## src/rtl/core/dm1frf_pkg.sv

```systemverilog
// Package for the DM1 fault report filter.
// Holds the item structs, table entry type and decode constants.
// No dependencies.
`timescale 1ns / 1ps

package dm1frf_pkg;

  localparam int TABLE_DEPTH = 64;

  localparam logic [31:0] HOLD_RESET = 32'd3600;

  localparam logic        CMD_TICK = 1'b0;
  localparam logic        CMD_DTC  = 1'b1;

  localparam logic [18:0] SPN_NONE  = 19'h00000;
  localparam logic [18:0] SPN_LIMIT = 19'h7FFFF;

  localparam logic [7:0]  LAMP_ANY_MASK = 8'hFC;
  localparam logic [7:0]  MIL_MASK      = 8'hC0;
  localparam logic [7:0]  STOP_MASK     = 8'h30;
  localparam logic [7:0]  WARN_MASK     = 8'h0C;

  typedef struct packed {
    logic        command;
    logic [7:0]  lamp_byte;
    logic [31:0] dtc_word;
  } dtc_item_t;

  typedef struct packed {
    logic [18:0] spn;
    logic [4:0]  fmi;
    logic [6:0]  occurrence;
    logic        mil_on;
    logic        stop_on;
    logic        warn_on;
    logic        table_full;
  } report_item_t;

  typedef struct packed {
    logic [18:0] spn;
    logic [6:0]  count;
  } entry_t;

  localparam int ENTRY_W = $bits(entry_t);

endpackage

```

## src/rtl/core/dm1_fault_report_filter.sv

```systemverilog
// DM1 fault report filter: decodes trouble code items, tracks reported SPNs
// in a RAM table searched one entry per cycle, and emits filtered reports.
// Depends on dm1frf_pkg and dm1frf_ram.
// A trouble code item is scanned with one read per table entry; its read data
// passes the RAM read register, then the decision step registers a report
// unless the item is suppressed; the next item is accepted back in idle.
// Tick, lamp-clear and invalid-SPN items need no table scan. One item is in work
// at a time; a waiting report does not block acceptance of the next item, but
// it holds a later trouble code item in its decision step until it is taken.
// Reset clears all valid bits and the seconds counter and loads hold_seconds
// with 3600; the table RAM contents are not cleared.
`timescale 1ns / 1ps

module dm1_fault_report_filter #(
  parameter int TABLE_DEPTH = dm1frf_pkg::TABLE_DEPTH
) (
  input  logic                     clk,
  input  logic                     rst,
  input  logic                     dtc_valid,
  output logic                     dtc_ready,
  input  dm1frf_pkg::dtc_item_t    dtc,
  output logic                     report_valid,
  input  logic                     report_ready,
  output dm1frf_pkg::report_item_t report,
  input  logic                     cfg_we,
  input  logic [31:0]              cfg_data
);

  localparam int IDX_W = (TABLE_DEPTH > 1) ? $clog2(TABLE_DEPTH) : 1;
  localparam logic [IDX_W-1:0] LAST_IDX = IDX_W'(TABLE_DEPTH - 1);

  localparam logic [1:0] ST_IDLE   = 2'd0;
  localparam logic [1:0] ST_SCAN   = 2'd1;
  localparam logic [1:0] ST_DECIDE = 2'd2;

  logic [1:0]             state;
  logic [31:0]            hold_seconds;
  logic [31:0]            seconds;
  logic [TABLE_DEPTH-1:0] entry_valid;

  logic [18:0]            cur_spn;
  logic [4:0]             cur_fmi;
  logic [6:0]             cur_oc;
  logic                   cur_mil;
  logic                   cur_stop;
  logic                   cur_warn;

  logic [IDX_W-1:0]       idx;
  logic                   issuing;
  logic                   rd_pending;
  logic [IDX_W-1:0]       rd_idx;

  logic                   hit;
  logic [IDX_W-1:0]       hit_idx;
  logic [6:0]             hit_count;
  logic                   free_found;
  logic [IDX_W-1:0]       free_idx;

  dm1frf_pkg::entry_t     rd_entry;
  logic [dm1frf_pkg::ENTRY_W-1:0] rd_bits;
  logic                   mem_we;
  logic [IDX_W-1:0]       mem_waddr;
  dm1frf_pkg::entry_t     mem_wentry;

  logic [18:0]            in_spn;
  logic                   in_accept;
  logic                   out_free;
  logic                   suppress;
  logic                   report_load;
  logic                   entry_match;

  assign dtc_ready = (state == ST_IDLE);
  assign in_accept = dtc_valid && dtc_ready;
  assign in_spn    = {dtc.dtc_word[23:21], dtc.dtc_word[15:0]};
  assign out_free  = !report_valid || report_ready;

  assign rd_entry    = dm1frf_pkg::entry_t'(rd_bits);
  assign entry_match = entry_valid[rd_idx] && (rd_entry.spn == cur_spn);

  assign suppress    = hit && ((hit_count >= cur_oc) || (seconds < hold_seconds));
  assign report_load = (state == ST_DECIDE) && !suppress && out_free;

  // All table reads of an item finish before its single write, so no
  // forwarding is needed between the write port and the read port.
  assign mem_we           = report_load && (hit || free_found);
  assign mem_waddr        = hit ? hit_idx : free_idx;
  assign mem_wentry.spn   = cur_spn;
  assign mem_wentry.count = cur_oc;

  dm1frf_ram #(
    .WIDTH (dm1frf_pkg::ENTRY_W),
    .DEPTH (TABLE_DEPTH)
  ) u_table (
    .clk   (clk),
    .we    (mem_we),
    .waddr (mem_waddr),
    .wdata (mem_wentry),
    .raddr (idx),
    .rdata (rd_bits)
  );

  always_ff @(posedge clk) begin
    if (rst) begin
      hold_seconds <= dm1frf_pkg::HOLD_RESET;
    end else if (cfg_we) begin
      hold_seconds <= cfg_data;
    end
  end

  always_ff @(posedge clk) begin
    if (rst) begin
      state        <= ST_IDLE;
      seconds      <= '0;
      entry_valid  <= '0;
      report_valid <= 1'b0;
      issuing      <= 1'b0;
      rd_pending   <= 1'b0;
      hit          <= 1'b0;
      free_found   <= 1'b0;
    end else begin
      report_valid <= report_load || (report_valid && !report_ready);
      unique case (state)
        ST_IDLE: begin
          if (in_accept) begin
            if (dtc.command == dm1frf_pkg::CMD_TICK) begin
              if (seconds != '1) begin
                seconds <= seconds + 32'd1;
              end
            end else if ((dtc.lamp_byte & dm1frf_pkg::LAMP_ANY_MASK) == 8'h00) begin
              entry_valid <= '0;
            end else if (in_spn != dm1frf_pkg::SPN_NONE &&
                         in_spn != dm1frf_pkg::SPN_LIMIT) begin
              cur_spn    <= in_spn;
              cur_fmi    <= dtc.dtc_word[20:16];
              cur_oc     <= dtc.dtc_word[30:24];
              cur_mil    <= (dtc.lamp_byte & dm1frf_pkg::MIL_MASK) != 8'h00;
              cur_stop   <= (dtc.lamp_byte & dm1frf_pkg::STOP_MASK) != 8'h00;
              cur_warn   <= (dtc.lamp_byte & dm1frf_pkg::WARN_MASK) != 8'h00;
              idx        <= '0;
              issuing    <= 1'b1;
              rd_pending <= 1'b0;
              hit        <= 1'b0;
              free_found <= 1'b0;
              state      <= ST_SCAN;
            end
          end
        end
        ST_SCAN: begin
          rd_pending <= issuing;
          rd_idx     <= idx;
          if (issuing) begin
            if (idx == LAST_IDX) begin
              issuing <= 1'b0;
            end else begin
              idx <= idx + 1'b1;
            end
          end
          if (rd_pending) begin
            if (entry_match && !hit) begin
              hit       <= 1'b1;
              hit_idx   <= rd_idx;
              hit_count <= rd_entry.count;
            end else if (!entry_valid[rd_idx] && !free_found) begin
              free_found <= 1'b1;
              free_idx   <= rd_idx;
            end
            if (rd_idx == LAST_IDX) begin
              state <= ST_DECIDE;
            end
          end
        end
        ST_DECIDE: begin
          if (suppress) begin
            state <= ST_IDLE;
          end else if (out_free) begin
            seconds <= '0;
            if (!hit && free_found) begin
              entry_valid[free_idx] <= 1'b1;
            end
            state <= ST_IDLE;
          end
        end
        default: begin
          state <= ST_IDLE;
        end
      endcase
    end
  end

  always_ff @(posedge clk) begin
    if (report_load) begin
      report.spn        <= cur_spn;
      report.fmi        <= cur_fmi;
      report.occurrence <= cur_oc;
      report.mil_on     <= cur_mil;
      report.stop_on    <= cur_stop;
      report.warn_on    <= cur_warn;
      report.table_full <= !hit && !free_found;
    end
  end

  a_report_from_decide: assert property (@(posedge clk) disable iff (rst)
    $rose(report_valid) |-> $past(state) == ST_DECIDE)
    else $error("Report raised outside the decision step.");

  a_seconds_restart: assert property (@(posedge clk) disable iff (rst)
    report_load |=> seconds == 32'd0)
    else $error("Seconds counter not restarted after a report.");

  a_hit_is_valid: assert property (@(posedge clk) disable iff (rst)
    (state == ST_DECIDE && hit) |-> entry_valid[hit_idx])
    else $error("Table hit points at an invalid entry.");

  a_free_is_free: assert property (@(posedge clk) disable iff (rst)
    (state == ST_DECIDE && !hit && free_found) |-> !entry_valid[free_idx])
    else $error("Free entry chosen for a new SPN is already in use.");

endmodule

```

## src/rtl/core/dm1frf_ram.sv

```systemverilog
// Generic single-port-write, single-port-read RAM with registered read data.
// Width and depth are parameters. No dependencies.
`timescale 1ns / 1ps

module dm1frf_ram #(
  parameter int WIDTH = 8,
  parameter int DEPTH = 64
) (
  input  logic                                clk,
  input  logic                                we,
  input  logic [(DEPTH > 1 ? $clog2(DEPTH) : 1)-1:0] waddr,
  input  logic [WIDTH-1:0]                    wdata,
  input  logic [(DEPTH > 1 ? $clog2(DEPTH) : 1)-1:0] raddr,
  output logic [WIDTH-1:0]                    rdata
);

  logic [WIDTH-1:0] mem [DEPTH];

  always_ff @(posedge clk) begin
    if (we) begin
      mem[waddr] <= wdata;
    end
    rdata <= mem[raddr];
  end

endmodule
```

## config.mk

```make
export PLATFORM = sky130hd
export DESIGN_NAME = dm1_fault_report_filter
export DESIGN_NICKNAME = d
export VERILOG_FILES = /design/src/rtl/core/dm1frf_pkg.sv /design/src/rtl/core/dm1_fault_report_filter.sv /design/src/rtl/core/dm1frf_ram.sv
export SDC_FILE = /design/constraint.sdc
export NUM_CORES = 2
export LEC_CHECK = 0
export BUFFER_PORTS_ARGS = -buffer_cell sky130_fd_sc_hd__buf_2
export CORE_ASPECT_RATIO = 1.2
export CORE_UTILIZATION = 45
export CTS_CLUSTER_SIZE = 16
export DETAILED_ROUTE_END_ITERATION = 8
export PLACE_DENSITY = 0.63
export RECOVER_POWER = 25
export SLEW_MARGIN = 0
export SYNTH_ARGS = -nofsm -noshare
export SYNTH_HDL_FRONTEND = slang
export SYNTH_SLANG_ARGS = --single-unit
```

## constraint.sdc

```tcl
create_clock -name clk -period 14.5 [get_ports clk]
set_input_delay 3.625 -clock clk [delete_from_list [all_inputs] [get_ports clk]]
set_output_delay 3.625 -clock clk [all_outputs]
set_load 0.005 [all_outputs]
```

==> implementation parameters <==
Parameter                              Value

Status
  Outcome ... finished, violations left
  Violated checks ... capacitance limit, slew limit

Setup path
  Req. time, crit path ... ~15 ns
  Top fanout value on the critical path ... between 60 and 70
  Endpoint class of the critical path ... flip-flop
  Category of the critical setup timing path ... flip-flop to flip-flop
  Category of the worst setup path launch point ... flip-flop
  Data arrival time of the worst path ... approximately 8 ns
  Setup slack of the most critical reg-to-reg path ... 6.87 ns

Flow run
  Count of maximum capacitance violations ... 20

Die
  Die outline area ... 167000 µm²
  Row Count ... 163
  Width of the die ... 373 µm
  Number of I/O pins ... 115
  Core box area ... 164000 µm²
  Die boundary height ... 447 µm
  Initial Util ... 45.3%

Power and ir drop
  Total power ... about 11 mW
  Pleak ... roughly 26 nW
  Maximum ir drop on the vdd rail ... 0.109 mV
  Power density normalized to cell area ... around 130 nW/µm²

Logic synthesis
  Syn. warnings ... 0
  #FFs+latches synth ... between 1500 and 2000
  Most used DFF post-synth ... edfxtp_1
  Summed instance area of the synthesized netlist ... 74300 µm²
  Proportion of synthesized flip-flops having asynchronous set or reset ... 0%
  Sequential area share after synthesis ... 75.6%
  Unique masters post-synth ... 65
  Number of flops mapped to enable cells by yosys ... 1764
  Number of standard cells after synthesis ... 3519
  Synthesized area divided by synthesized cell count ... approximately 21 µm²
  Post-synth net total ... 3637

Clocking
  CTS Buf Count ... 189
  Clock tree root driver cell ... clkbuf_16
  Skew-Pair Late Insertion Delay ... 0.84 ns
  Register clock-pin slew on the reported worst setup and hold paths ... 0.06 ns
  H-Tree Level Count ... 4
  Clock tree from TritonCTS ... done
  # Post-CTS Setup Buffers ... 0
  Cts hold-fix bufs ... 0
  Number of gates given a new drive strength after cts ... 0
  Number of sinks driven by the clock tree ... 1925
  Clk buf depth ... 3

Timing
  Actual slew at the worst max-slew pin ... 3.52 ns
  Tmin final ... 7.63 ns
  Final Setup Violations ... 0
  Number of slew-limit violations in the final report ... 1285
  Worst slew margin relative to its limit ... -135%
  Setup total negative slack ... 0 ns
  Max frequency ... ~0.13 GHz
  Final Hold Violating Endpoints ... 0
  Layout Skew ... 0.0789 ns
  Slack of the critical path ... 6.87 ns
  RSZ-0062 raised after global routing ... false
  Fin crit share ... 52.6%
  Worst hold slack ... 0.404 ns

Detailed routing
  Drt via density ... 5.91
  Number of DRC markers after the initial detailed-route iteration ... roughly 3700
  Drt drc ... 0
  First-pass DRT Iterations ... 6
  Routed Antenna Nets ... 0
  Average wire per standard cell ... 28.9 µm
  Total wirelength of the detailed-routed design ... 175000 µm
  Total via count after detailed routing ... 35800

Min path
  Hold/Removal Path Class ... flip-flop to flip-flop

Placed design
  GPL Wtd Cong ... 0.818
  Detailed Place HPWL ... around 96000 µm
  Count of buffers inserted at the top-level ports ... ~110
  Post-Place Worst Slack ... roughly 7.6 ns

GRT
  Initial antenna violation count ... 9
  Global route total overflow ... 0
  Total routing usage reported by global routing ... a little over a fifth
  Global-route wire length before repair ... about 250000 µm
  Vias in the first global route ... between 30000 and 40000
  Largest net degree at the start of global routing ... between 100 and 150

Final layout
  Final net count ... between 3000 and 4000
  Proportion of layout cells with a drive suffix above 1 ... 28.0%
  Filler Cell Count ... 12800
  Post-route core utilization ... 51.2%
  Layout overhead on the synthesized area ... 13.3%
==> flip-flops by register name, summed over array words and instances (netlist names), 2 cells and up <==
signal,count
cur_fmi,5
cur_oc,7
cur_spn,19
entry_valid,64
free_idx,6
hit_count,7
hit_idx,6
hold_seconds,32
idx,6
rd_idx,6
report,35
seconds,32
state,2
u_table.mem,1664
u_table.rdata,26
==> cells in the mapped netlist, types with 4 or more instances <==
master / instances / share of area, %
a211oi_1: 9 / 0.091
a21oi_1: 105 / 0.71
a311oi_1: 11 / 0.13
a31oi_1: 18 / 0.15
a41oi_1: 7 / 0.083
and2_1: 4 / 0.034
and3_1: 13 / 0.11
buf_1: 18 / 0.091
buf_2: 58 / 0.39
clkbuf_1: 95 / 0.48
dfxtp_1: 161 / 4.3
edfxtp_1: 1764 / 71
ha_1: 40 / 0.67
inv_1: 49 / 0.25
mux2_2: 27 / 0.41
mux2i_1: 59 / 0.79
mux4_2: 536 / 16
nand2_1: 83 / 0.42
nand2b_1: 7 / 0.059
nand3_1: 36 / 0.24
nand4_1: 23 / 0.19
nor2_1: 204 / 1.0
nor2b_1: 7 / 0.059
nor3_1: 15 / 0.10
nor3b_1: 5 / 0.051
nor4_1: 13 / 0.11
o211ai_1: 5 / 0.051
o21ai_0: 64 / 0.43
o22ai_1: 4 / 0.034
or3_1: 5 / 0.042
xnor2_1: 7 / 0.083
xor2_1: 16 / 0.19
==> kinds of logic (layout without fill, tap and decap cells) <==
logic type / after synthesis / count (layout) / synth area share [%]
compound gates: 249 / 249 / 1.99
fa+ha+maj: 40 / 40 / 0.674
mux: 622 / 622 / 17.5
other cells: 0 / 4 / 0
simple gates: 436 / 436 / 2.73
xor+xnor: 23 / 23 / 0.271
flops: 1925 / 1925 / 75.6
buf+inv: 224 / 613 / 1.24
==> area by class of cell <==
cell class	instances	area [µm²]	area share (%)
flip-flops and latches	1925	56200	66.8
diodes	4	10.0	0.0119
clock inverters	112	1100	1.31
multi-input cells	1370	17700	21.0
repair buffers	214	1300	1.55
well taps	2145	2680	3.19
clock buffers	237	4980	5.92
inverters	50	188	0.223
==> cell usage in the layout (no fill, tap or decap), drive strengths merged, types with 17 or more instances in the layout <==
cell and n:
nand4 23, a21oi 106, nand2 84, inv 56, mux4 536, clkinv 85
mux2 27, clkbuf 261, mux2i 59, o21ai 65, nor3 17, a31oi 18
buf 190, dfxtp 161, ha 40, nand3 36, nor2 205, edfxtp 1764
==> routing by layer <==
| layer | part of all wire (%) | vias to the layer above | track usage [%] | wire (µm) |
|---|---|---|---|---|
| li1 | - | 15100 | - | - |
| met1 | 41 | 19200 | 28.5 | 71500 |
| met2 | 51 | 1180 | 36.2 | 89100 |
| met3 | 5.9 | 241 | 3.08 | 10400 |
| met4 | 2.3 | 4 | 6.09 | 4090 |
| met5 | 0.019 | - | 0 | 34 |
==> report_power, final <==
group	leakage, nW	internal (mW)	total (mW)	switching, mW
combinational	6.24	0.192	0.453	0.261
sequential	17.2	6.04	6.06	0.0143
clock	2.96	2.73	4.81	2.08
total	26.4	8.96	11.3	2.36
==> path summary, 6_finish.rpt <==
check | start | to | cells after the start
max | cur_oc[2] | u_table.mem[1][7] | 11
min | u_table.rdata[4] | hit_count[4] | 0
max reg2reg | cur_oc[2] | u_table.mem[1][7] | 11
min reg2reg | u_table.rdata[4] | hit_count[4] | 0
==> metrics by stage <==
step | instance area, µm² | std cells
global route | 84100 | 6055
global placement | 78100 | 5704
floorplan | 74300 | 3519
detailed placement | 78100 | 5704
CTS | 84200 | 6053
finish | 84100 | 6057
==> critical path: stages (launching register included) <==
cell and delay (ns):
edfxtp_1 0.32, clkbuf_1 2.33, inv_1 0.19, ha_1 0.44, a21oi_1 0.13, o21ai_0 0.11, a21oi_1 0.14, o21ai_0 0.27
nor4b_1 0.69, o211a_2 0.41, nand3_1 0.83, nor2_4 1.25
Power figures use the tool's default switching activity.
